$ cat config.mk
export PLATFORM = sky130hd
export DESIGN_NAME = sorted_table_binary_search_top
export DESIGN_NICKNAME = d
export VERILOG_FILES = /design/src/rtl/core/stbs_pkg.sv /design/src/rtl/core/sorted_table_binary_search_top.sv
export SDC_FILE = /design/constraint.sdc
export NUM_CORES = 2
export LEC_CHECK = 0
export BUFFER_PORTS_ARGS = -buffer_cell sky130_fd_sc_hd__buf_2
export CAP_MARGIN = 20
export CORE_MARGIN = 2
export CORE_UTILIZATION = 28
export DETAILED_ROUTE_END_ITERATION = 6
export PLACE_DENSITY = 0.42
export SYNTH_ARGS = -nofsm -noshare
export SYNTH_HDL_FRONTEND = slang
export SYNTH_SLANG_ARGS = --single-unit
export TNS_END_PERCENT = 1
$ cat constraint.sdc
create_clock -name clk -period 6.73 [get_ports clk]
set_clock_uncertainty 0.05 [all_clocks]
set_input_delay 0 -clock clk [delete_from_list [all_inputs] [get_ports clk]]
set_output_delay 0 -clock clk [all_outputs]
set_load 0.1 [all_outputs]
$ cat src/rtl/core/stbs_pkg.sv
// Types and codes shared by the sorted table with binary search.
package stbs_pkg;

	typedef enum logic [1:0] {
		KIND_INSERT = 2'd0,
		KIND_SEARCH = 2'd1,
		KIND_REMOVE = 2'd2,
		KIND_READ   = 2'd3
	} kind_t;

	typedef enum logic [1:0] {
		ST_OK        = 2'd0,
		ST_NOT_FOUND = 2'd1,
		ST_FULL      = 2'd2,
		ST_BAD_INDEX = 2'd3
	} status_t;

	typedef enum logic [2:0] {
		FSM_IDLE,
		FSM_CMP,
		FSM_SHUP,
		FSM_SHDN,
		FSM_RDW,
		FSM_RESP
	} fsm_t;

	typedef struct packed {
		kind_t       kind;
		logic [31:0] value;
		logic [5:0]  index;
	} req_item_t;

	typedef struct packed {
		status_t     status;
		logic [6:0]  position;
		logic [31:0] read_value;
		logic [6:0]  count;
		logic        empty_res;
	} rsp_item_t;

endpackage

$ cat src/rtl/core/sorted_table_binary_search_top.sv
// Sorted table with binary search: sequencer, entry memory and result register.
//
//  channel | signals                  | direction | payload
//  --------+--------------------------+-----------+-------------------------------
//  req     | req_valid, req_stall     | in        | kind, value, index
//  rsp     | rsp_valid, rsp_stall     | out       | status, position, read_value,
//          |                          |           | count, empty_res
//
// One item is worked at a time; the memory has one read and one write port.
// Search compares the entry at the midpoint of a narrowing range, then loads the
// result. Insert then shifts the entries from the count down to the position and
// writes the value; remove moves the entries above the hit one place lower; read
// fetches the entry. Reset clears the count only; entries above it are unused.
// A new item is taken while a result still waits in the result register; a result
// stalls only if that register is full.
module sorted_table_binary_search_top
	import stbs_pkg::*;
#(
	parameter int CAPACITY   = 64,
	parameter int DATA_WIDTH = 32
) (
	input  logic      clk,
	input  logic      arst_n,
	input  logic      req_valid,
	output logic      req_stall,
	input  req_item_t req,
	output logic      rsp_valid,
	input  logic      rsp_stall,
	output rsp_item_t rsp
);

	localparam int AW = $clog2(CAPACITY);
	localparam int CW = $clog2(CAPACITY + 1);
	localparam int ZW = CW + 1;
	localparam int XW = (CW > 6) ? CW : 6;

	// entry memory
	logic [DATA_WIDTH-1:0] mem [CAPACITY];
	logic [DATA_WIDTH-1:0] rdata;
	logic [AW-1:0]         ra;
	logic                  we;
	logic [AW-1:0]         wa;
	logic [DATA_WIDTH-1:0] wd;

	// control state
	fsm_t          state_q, state_d;
	logic [CW-1:0] count_q;
	logic          wpend_q;
	logic          rsp_valid_q;

	// item and search registers
	kind_t                 kind_q;
	logic [DATA_WIDTH-1:0] v_q;
	logic [CW-1:0]         lo_q, hi_q, mid_q, sp_q, pos_q;
	logic [AW-1:0]         wa_q;
	status_t               st_q;
	logic [DATA_WIDTH-1:0] rd_q;
	rsp_item_t             rsp_q;

	logic                  req_acc;
	logic                  rsp_load;
	logic [DATA_WIDTH-1:0] req_v;
	logic [CW-1:0]         first_mid;
	logic                  is_full;
	logic                  idx_bad;

	// search step
	logic          cmp_done, cmp_hit;
	logic [CW-1:0] cmp_pos, lo_n, hi_n, mid_n;
	logic          up_more, dn_more;

	assign req_stall = (state_q != FSM_IDLE);
	assign req_acc   = req_valid && !req_stall;
	assign rsp_valid = rsp_valid_q;
	assign rsp       = rsp_q;
	assign rsp_load  = (state_q == FSM_RESP) && (!rsp_valid_q || !rsp_stall);

	assign req_v     = DATA_WIDTH'(req.value);
	assign first_mid = CW'((ZW'(count_q) - ZW'(1)) >> 1);
	assign is_full   = (count_q == CW'(CAPACITY));
	assign idx_bad   = (XW'(req.index) >= XW'(count_q));
	assign up_more   = (sp_q > pos_q);
	assign dn_more   = ((ZW'(sp_q) + ZW'(1)) < ZW'(count_q));

	// compare the entry read at mid and narrow the range
	always_comb begin
		cmp_done = 1'b0;
		cmp_hit  = 1'b0;
		cmp_pos  = mid_q;
		lo_n     = lo_q;
		hi_n     = hi_q;
		if (rdata == v_q) begin
			cmp_done = 1'b1;
			cmp_hit  = 1'b1;
		end else if (v_q > rdata) begin
			if (mid_q >= hi_q) begin
				cmp_done = 1'b1;
				cmp_pos  = hi_q + CW'(1);
			end else begin
				lo_n = mid_q + CW'(1);
			end
		end else begin
			if (mid_q <= lo_q) begin
				cmp_done = 1'b1;
				cmp_pos  = lo_q;
			end else begin
				hi_n = mid_q - CW'(1);
			end
		end
		mid_n = CW'((ZW'(lo_n) + ZW'(hi_n)) >> 1);
	end

	// next state
	always_comb begin
		state_d = state_q;
		unique case (state_q)
			FSM_IDLE: begin
				if (req_acc) begin
					unique case (req.kind) inside
						KIND_INSERT: begin
							if (is_full)
								state_d = FSM_RESP;
							else if (count_q == '0)
								state_d = FSM_SHUP;
							else
								state_d = FSM_CMP;
						end
						KIND_SEARCH, KIND_REMOVE: begin
							state_d = (count_q == '0) ? FSM_RESP : FSM_CMP;
						end
						KIND_READ: begin
							state_d = idx_bad ? FSM_RESP : FSM_RDW;
						end
						default: state_d = FSM_IDLE;
					endcase
				end
			end
			FSM_CMP: begin
				if (cmp_done) begin
					unique case (kind_q)
						KIND_INSERT: state_d = FSM_SHUP;
						KIND_REMOVE: state_d = cmp_hit ? FSM_SHDN : FSM_RESP;
						default:     state_d = FSM_RESP;
					endcase
				end
			end
			FSM_SHUP: begin
				if (!up_more && !wpend_q)
					state_d = FSM_RESP;
			end
			FSM_SHDN: begin
				if (!dn_more)
					state_d = FSM_RESP;
			end
			FSM_RDW: begin
				state_d = FSM_RESP;
			end
			FSM_RESP: begin
				if (rsp_load)
					state_d = FSM_IDLE;
			end
			default: state_d = FSM_IDLE;
		endcase
	end

	// memory port control
	always_comb begin
		ra = mid_q[AW-1:0];
		we = 1'b0;
		wa = wa_q;
		wd = rdata;
		unique case (state_q)
			FSM_IDLE: begin
				ra = (req.kind == KIND_READ) ? AW'(req.index) : first_mid[AW-1:0];
			end
			FSM_CMP: begin
				ra = mid_n[AW-1:0];
			end
			FSM_SHUP: begin
				ra = sp_q[AW-1:0] - AW'(1);
				if (wpend_q) begin
					we = 1'b1;
				end else if (!up_more) begin
					we = 1'b1;
					wa = pos_q[AW-1:0];
					wd = v_q;
				end
			end
			FSM_SHDN: begin
				ra = sp_q[AW-1:0] + AW'(1);
				we = wpend_q;
			end
			default: ra = mid_q[AW-1:0];
		endcase
	end

	// write and read the entry memory
	always_ff @(posedge clk) begin
		if (we)
			mem[wa] <= wd;
		rdata <= mem[ra];
	end

	// control registers
	always_ff @(posedge clk or negedge arst_n) begin
		if (!arst_n) begin
			state_q     <= FSM_IDLE;
			count_q     <= '0;
			wpend_q     <= 1'b0;
			rsp_valid_q <= 1'b0;
		end else begin
			state_q <= state_d;
			unique case (state_q)
				FSM_SHUP: begin
					wpend_q <= up_more;
					if (!up_more && !wpend_q)
						count_q <= count_q + CW'(1);
				end
				FSM_SHDN: begin
					wpend_q <= dn_more;
					if (!dn_more)
						count_q <= count_q - CW'(1);
				end
				default: wpend_q <= 1'b0;
			endcase
			if (rsp_load)
				rsp_valid_q <= 1'b1;
			else if (!rsp_stall)
				rsp_valid_q <= 1'b0;
		end
	end

	// item, search and result registers
	always_ff @(posedge clk) begin
		unique case (state_q)
			FSM_IDLE: begin
				if (req_acc) begin
					kind_q <= req.kind;
					v_q    <= req_v;
					lo_q   <= '0;
					hi_q   <= count_q - CW'(1);
					mid_q  <= first_mid;
					sp_q   <= count_q;
					pos_q  <= '0;
					rd_q   <= '0;
					st_q   <= ST_OK;
					unique case (req.kind) inside
						KIND_INSERT: if (is_full) st_q <= ST_FULL;
						KIND_SEARCH, KIND_REMOVE: if (count_q == '0) st_q <= ST_NOT_FOUND;
						KIND_READ: begin
							if (idx_bad)
								st_q <= ST_BAD_INDEX;
							else
								pos_q <= CW'(req.index);
						end
						default: st_q <= ST_OK;
					endcase
				end
			end
			FSM_CMP: begin
				lo_q  <= lo_n;
				hi_q  <= hi_n;
				mid_q <= mid_n;
				if (cmp_done) begin
					if (kind_q == KIND_INSERT || cmp_hit) begin
						pos_q <= cmp_pos;
					end else begin
						st_q <= ST_NOT_FOUND;
					end
					// insert shifts down from the count, remove up from the hit
					if (kind_q == KIND_REMOVE)
						sp_q <= cmp_pos;
				end
			end
			FSM_SHUP: begin
				if (up_more) begin
					wa_q <= sp_q[AW-1:0];
					sp_q <= sp_q - CW'(1);
				end
			end
			FSM_SHDN: begin
				if (dn_more) begin
					wa_q <= sp_q[AW-1:0];
					sp_q <= sp_q + CW'(1);
				end
			end
			FSM_RDW: begin
				rd_q <= rdata;
			end
			FSM_RESP: begin
				if (rsp_load) begin
					rsp_q.status     <= st_q;
					rsp_q.position   <= 7'(pos_q);
					rsp_q.read_value <= 32'(rd_q);
					rsp_q.count      <= 7'(count_q);
					rsp_q.empty_res  <= (count_q == '0);
				end
			end
			default: rd_q <= rd_q;
		endcase
	end

endmodule
### After elaboration in Yosys (flattened, before gate mapping)

Memory sizes are Yosys's and may differ from the RTL's. A register that Yosys moved wholly into a read port is not among the register bits.
Index checks and enable logic that the tools add are counted.

| word-level totals | value |
|---|---|
| register bits | 170 |
| bits in latches | 0 |
| memory bits (writable) | 2048 |
| ROM bits | 0 |
| input port bits | 44 |
| output and inout bits | 51 |
| word-level logic and storage cells | 168 |
| memories | 1 |

Memories:

| name | words | width | read ports | clocked after Yosys merged registers in | write ports | RTL line | text |
|---|---|---|---|---|---|---|---|
| mem | 64 | 32 | 1 | 1 | 1 | sorted_table_binary_search_top.sv:38 | `logic [DATA_WIDTH-1:0] mem [CAPACITY];` |

| cells by class | value |
|---|---|
| $add $sub $neg | 12 |
| $mul | 0 |
| div/mod/pow operators | 0 |
| order comparisons | 6 |
| equality and inequality tests | 22 |
| shift operators | 0 |
| multiplexer cells | 78 |
| bitwise logic cells | 0 |
| reductions and logical operators | 30 |

Operators with widths:

| kind | count |
|---|---|
| two-way mux 7 bit | 23 |
| two-way mux 32 bit | 4 |
| one-hot mux 7 bit (2 select lines) | 5 |
| one-hot mux 32 bit (2 select lines) | 1 |
| two-way mux 6 bit | 8 |
| == test 32 bit | 1 |
| greater-than comparator 32 bit | 1 |
| adder 7 x 1 -> 7 bit (second input constant) | 4 |
| one-hot mux 7 bit (4 select lines) | 1 |
| two-way mux 3 bit | 8 |
| one-hot mux 6 bit (4 select lines) | 1 |
| subtractor 7 x 1 -> 7 bit (second input constant) | 3 |
| != test 2 bit (second input constant) | 10 |
| one-hot mux 3 bit (6 select lines) | 1 |
| two-way mux 1 bit | 13 |
| two-way mux 2 bit | 6 |
| one-hot mux 6 bit (2 select lines) | 1 |
| one-hot mux 3 bit (3 select lines) | 1 |
| adder 7 x 1 -> 8 bit (second input constant) | 1 |
| adder 7 x 7 -> 8 bit | 1 |
| < comparator 8 x 7 -> 1 bit | 1 |
| AND reduction 2 bit | 4 |
| AND reduction 4 bit | 2 |
| subtractor 7 x 1 -> 8 bit (second input constant) | 1 |
| 30 further kinds | 46 |

### Depth between registers and ports, before layout

| logic depth | value |
|---|---|
| depth after elaboration | 7 |
| gate-level depth with buffers | 26 |
| depth with buffers taken out | 23 |

### Worst setup path before layout

Ideal clock, no wire load.

| timing path | value |
|---|---|
| path type | register to register |
| from | register sp_q[1] |
| to | memory mem[0][31] (data pin) |
| arrival time | 4.450 ns |
| setup slack | 1.528 ns |
| cell stages (with the launch flop) | 11 |
| path through | edfxtp_1 -> ha_1 -> nor2b_1 -> o21a_1 -> o21a_1 -> o21bai_1 -> a21oi_1 -> nor4_2 -> clkbuf_1 -> buf_1 -> o21ai_0 |

| between the ends | value |
|---|---|
| word-level cells in the longest chain between the ends | 4 |

RTL lines:

| element | RTL line | text |
|---|---|---|
| start, declared | sorted_table_binary_search_top.sv:54 | `logic [CW-1:0] lo_q, hi_q, mid_q, sp_q, pos_q;` |
| start signal, assigned | sorted_table_binary_search_top.sv:243 | `sp_q <= count_q;` |
| start signal, assigned | sorted_table_binary_search_top.sv:272 | `sp_q <= cmp_pos;` |
| start signal, assigned | sorted_table_binary_search_top.sv:278 | `sp_q <= sp_q - CW'(1);` |
| greater-than comparator 7 bit | sorted_table_binary_search_top.sv:82 | `assign up_more = (sp_q > pos_q);` |
| two-way mux 32 bit | sorted_table_binary_search_top.sv:183 | `end else if (!up_more) begin` |
| two-way mux 32 bit | sorted_table_binary_search_top.sv:181 | `if (wpend_q) begin` |
| two-way mux 32 bit | sorted_table_binary_search_top.sv:172 | `unique case (state_q)` |
| via wd[31] | sorted_table_binary_search_top.sv:43 | `logic [DATA_WIDTH-1:0] wd;` |
| end, declared | sorted_table_binary_search_top.sv:38 |  |

The timed path passes the listed nets, and every way through them passes these cells.

### Worst setup path after layout

| timing path | value |
|---|---|
| from | register rdata[30] (read register of mem) |
| to | register rdata[18] (read register of mem) |

| between the ends | value |
|---|---|
| word-level cells in the longest chain between the ends | 5 |

RTL lines:

| element | RTL line | text |
|---|---|---|
| start, declared | sorted_table_binary_search_top.sv:39 | `logic [DATA_WIDTH-1:0] rdata;` |
| greater-than comparator 32 bit | sorted_table_binary_search_top.sv:95 | `end else if (v_q > rdata) begin` |
| two-way mux 7 bit | sorted_table_binary_search_top.sv:95 |  |
| two-way mux 7 bit | sorted_table_binary_search_top.sv:92 | `if (rdata == v_q) begin` |
| adder 7 x 7 -> 8 bit * | sorted_table_binary_search_top.sv:110 | `mid_n = CW'((ZW'(lo_n) + ZW'(hi_n)) >> 1);` |
| one-hot mux 6 bit (4 select lines) * | sorted_table_binary_search_top.sv:172 |  |

Mark *: on every way between the ends. The rest lies on a longest branch, timed or not.
A chain may end at the register's enable or synchronous reset.

==> impl_results.md <==
- Crit path from: rdata[30]
- EDFF count, synth: 2206
- Hold path depth: 3
- Starting DRT DRC Count: 5291
- Reg2Reg Depth: 29
- Max-Cap Viols: 0
- Overall routed net length: 284 mm
- Final Cycle Share: 96.1%
- Number of cell rows: 208
- Hold WC Path Type: in -> reg
- Die area: 328000 µm²
- Hold Vio Cnt, Final: 0
- GRT overflow: 0
- Die height: 573 µm
- Global Route Usage Sum: 16.9%
- Post-route minimum period: 6.47 ns
- Layout fillers: 30900
- Fraction of layout cells with a size suffix above 1: 22.3%
- Port bufs: 94
- Design Area, Final: 110000 µm²
- Seq/Total Area, Yosys: 74.1%
- Yosys warning total: 0
- WP data arrival: 7.24 ns
- Vias in the first global route: 52200
- Routability cong.: 0.810
- Actual slew at the worst max-slew pin: 1.21 ns
- Final ANT Viol Nets: 0
- Initial Util: 28.2%
- Hpwl dp: 174 mm
- Crit Path Max Fanout: 14
- Data required time at the worst endpoint: 7.51 ns
- CTS clk-pin slew, worst paths: 0.06 ns
- Largest net degree at the start of global routing: 65
- Clk Latency, worst-skew pair: 0.90 ns
- Finished Layout Cells: 10600
- DR vias: 52200
- Commonest non-fill, non-tap cell in the layout: edfxtp_1
- CTS root buf: clkbuf_16
- Crit path kind: reg -> reg
- Syn Inst Count: 5471
- Commonest cells after routing, fill and taps aside: 2206 x edfxtp_1, 613 x nand2_1, 485 x buf_4
- Post-synth top area cell: edfxtp_1
- Worst Setup End Kind: register
- Synth cell types: 69
- Fin util: 34.3%
- CP startpoint kind: register
- Initial antenna violation count: 22
- Final Net Count: 6273
- Vias per inst: 4.90
- CTS tree: built
- Synth Flop Type: edfxtp_1
- Cell Area, Placed: 102000 µm²
- Mapped Avg Cell Area: 16.6 µm²
- Asr flop ratio synth: 0.533%
- RSZ-0062 raised after global routing: no
- 1st-pass router iterations: 6
- Inst Count DP: 10100
- DRC Markers: 0
- R2R Path End: rdata[18]
- Die width: 573 µm
- Synthesis-stage register bit count: 2250
- Reg-to-reg startpoint: rdata[30]
- Highest Clock Rate: 155 MHz
- Layout area overhead: 21.8%
- # setup viols final: 0
- Post-Synthesis Cell Area: 90600 µm²
- Ports: 95
- Post-synth top area share: 73.1%
- Status: finished, final reports clean
- Num CTS Buffers: 242
- First-pass GRT wire length: 401 mm
- Core area: 322000 µm²
- Flop-to-flop setup slack: 0.26 ns
- DR WL/cell: 26.7 µm
- Clock sink count: 2250
- # H-tree levels: 4
- Final Hold Slack: 0.0832 ns
- Slowest cell on the critical path: a21oi_1
- CP endpoint: rdata[18]
- Synth area leaders: edfxtp_1 73%, mux4_2 6.4%, a211oi_1 3.3%
- Synth Net Count: 5602
- Final Max Tran Viols: 0
- CTS Buffer Depth: 4
- Relative slew slack: 18.8%
- Crit path largest cell delay: 0.48 ns
==> worst min-delay path by stage <==
stage	start	endpoint	slack [ns]
CTS	req[2]	pos_q[2]	0.02
floorplan	arst_n	count_q[0]	-0.35
detailed placement	arst_n	rsp_valid	-0.13
global placement	arst_n	rsp_valid	-0.13
finish	req[2]	pos_q[2]	0.08
global route	req[2]	pos_q[2]	0.05
==> logic make-up (layout without fill, tap and decap cells) <==
kind of cell / count (synthesis) / count (layout) / synth area share [%]
AO/OA/AOI/OAI: 1046 / 1046 / 7.86
XOR/XNOR: 41 / 41 / 0.396
adder cells (fa/ha/maj): 87 / 87 / 1.22
buffers and inverters: 434 / 1293 / 2.05
flip-flops: 2250 / 2250 / 74.1
multiplexers: 425 / 425 / 8.23
other: 0 / 9 / 0
AND/OR/NAND/NOR: 1188 / 1188 / 6.12
==> routing by layer <==
layer / part of all wire, % / global-route usage [%]
met1: 45 / 23.6
met2: 46 / 26.9
met3: 5.5 / 2.70
met4: 3.2 / 5.56
met5: 0.0039 / 0
==> per-stage QoR <==
step	setup slack (ns)	TNS (ns)
2_1_floorplan	1.53	0
3_3_place_gp	-0.592	-1.90
3_5_place_dp	-0.538	-1.72
4_1_cts	0.00725	0
5_1_grt	0.0248	0
6_report	0.261	0
==> state kept, by name, summed over array words and instances, names as in the netlist <==
register,flops
rd_q,32
st_q,2
v_q,32
mem,2048
state_q,3
lo_q,7
pos_q,7
count_q,7
rsp_valid,1
sp_q,7
kind_q,2
rsp,49
wa_q,6
hi_q,7
wpend_q,1
rdata,32
mid_q,7
==> repair_timing <==
item	4_1_cts	5_1_grt
setup endpoints to repair	10	21
cloned	0	0
gates resized for setup	9	14
buffers inserted	1	0
hold endpoints to repair	150	0
hold buffers	83	0
==> final cells by class <==
class	instances	area [µm²]	area share, %
multi-input cells	2787	22600	20.5
clock inverters	119	1080	0.978
flip-flops and latches	2250	67200	60.9
repair buffers	783	7360	6.67
inverters	78	297	0.269
well taps	4305	5390	4.88
clock buffers	313	6420	5.82
diodes	9	22.5	0.0204
==> synth_stat cells (3+ instances only) <==
cell,count
a221o_1,9
a22oi_1,6
nand2b_1,14
a211oi_1,397
nor3_1,18
a21oi_1,249
mux2i_1,165
buf_12,6
xnor2_1,32
dfxtp_1,32
mux2_2,3
ha_1,85
nor2_1,146
dfrtp_1,12
nand2_1,613
edfxtp_1,2206
nand4_1,11
nor3b_1,5
inv_1,76
a311oi_1,128
o21ai_0,63
or2_2,6
buf_4,4
a31oi_1,136
o21ai_1,3
nor4_1,7
xor2_1,9
o21bai_1,6
o211ai_1,7
a21o_1,15
and3_1,4
buf_2,86
buf_1,32
o21a_1,4
clkbuf_1,227
mux4_2,256
and2_1,264
nor2b_1,70
a221oi_1,3
nand3_1,20
==> worst max-delay path: cells and delay by family (launching register included) <==
kind,cells,cell delay [ns]
flip-flops,1,0.44
AO/OA/AOI/OAI,12,2.49
multiplexers,2,0.32
XOR/XNOR,1,0.19
buffers and inverters,7,1.33
adder cells (fa/ha/maj),2,0.77
AND/OR/NAND/NOR,5,0.70
Power is left out: the tool's default activity adds up to more than one toggle a clock period on the data nets, which glitch-free logic cannot reach.
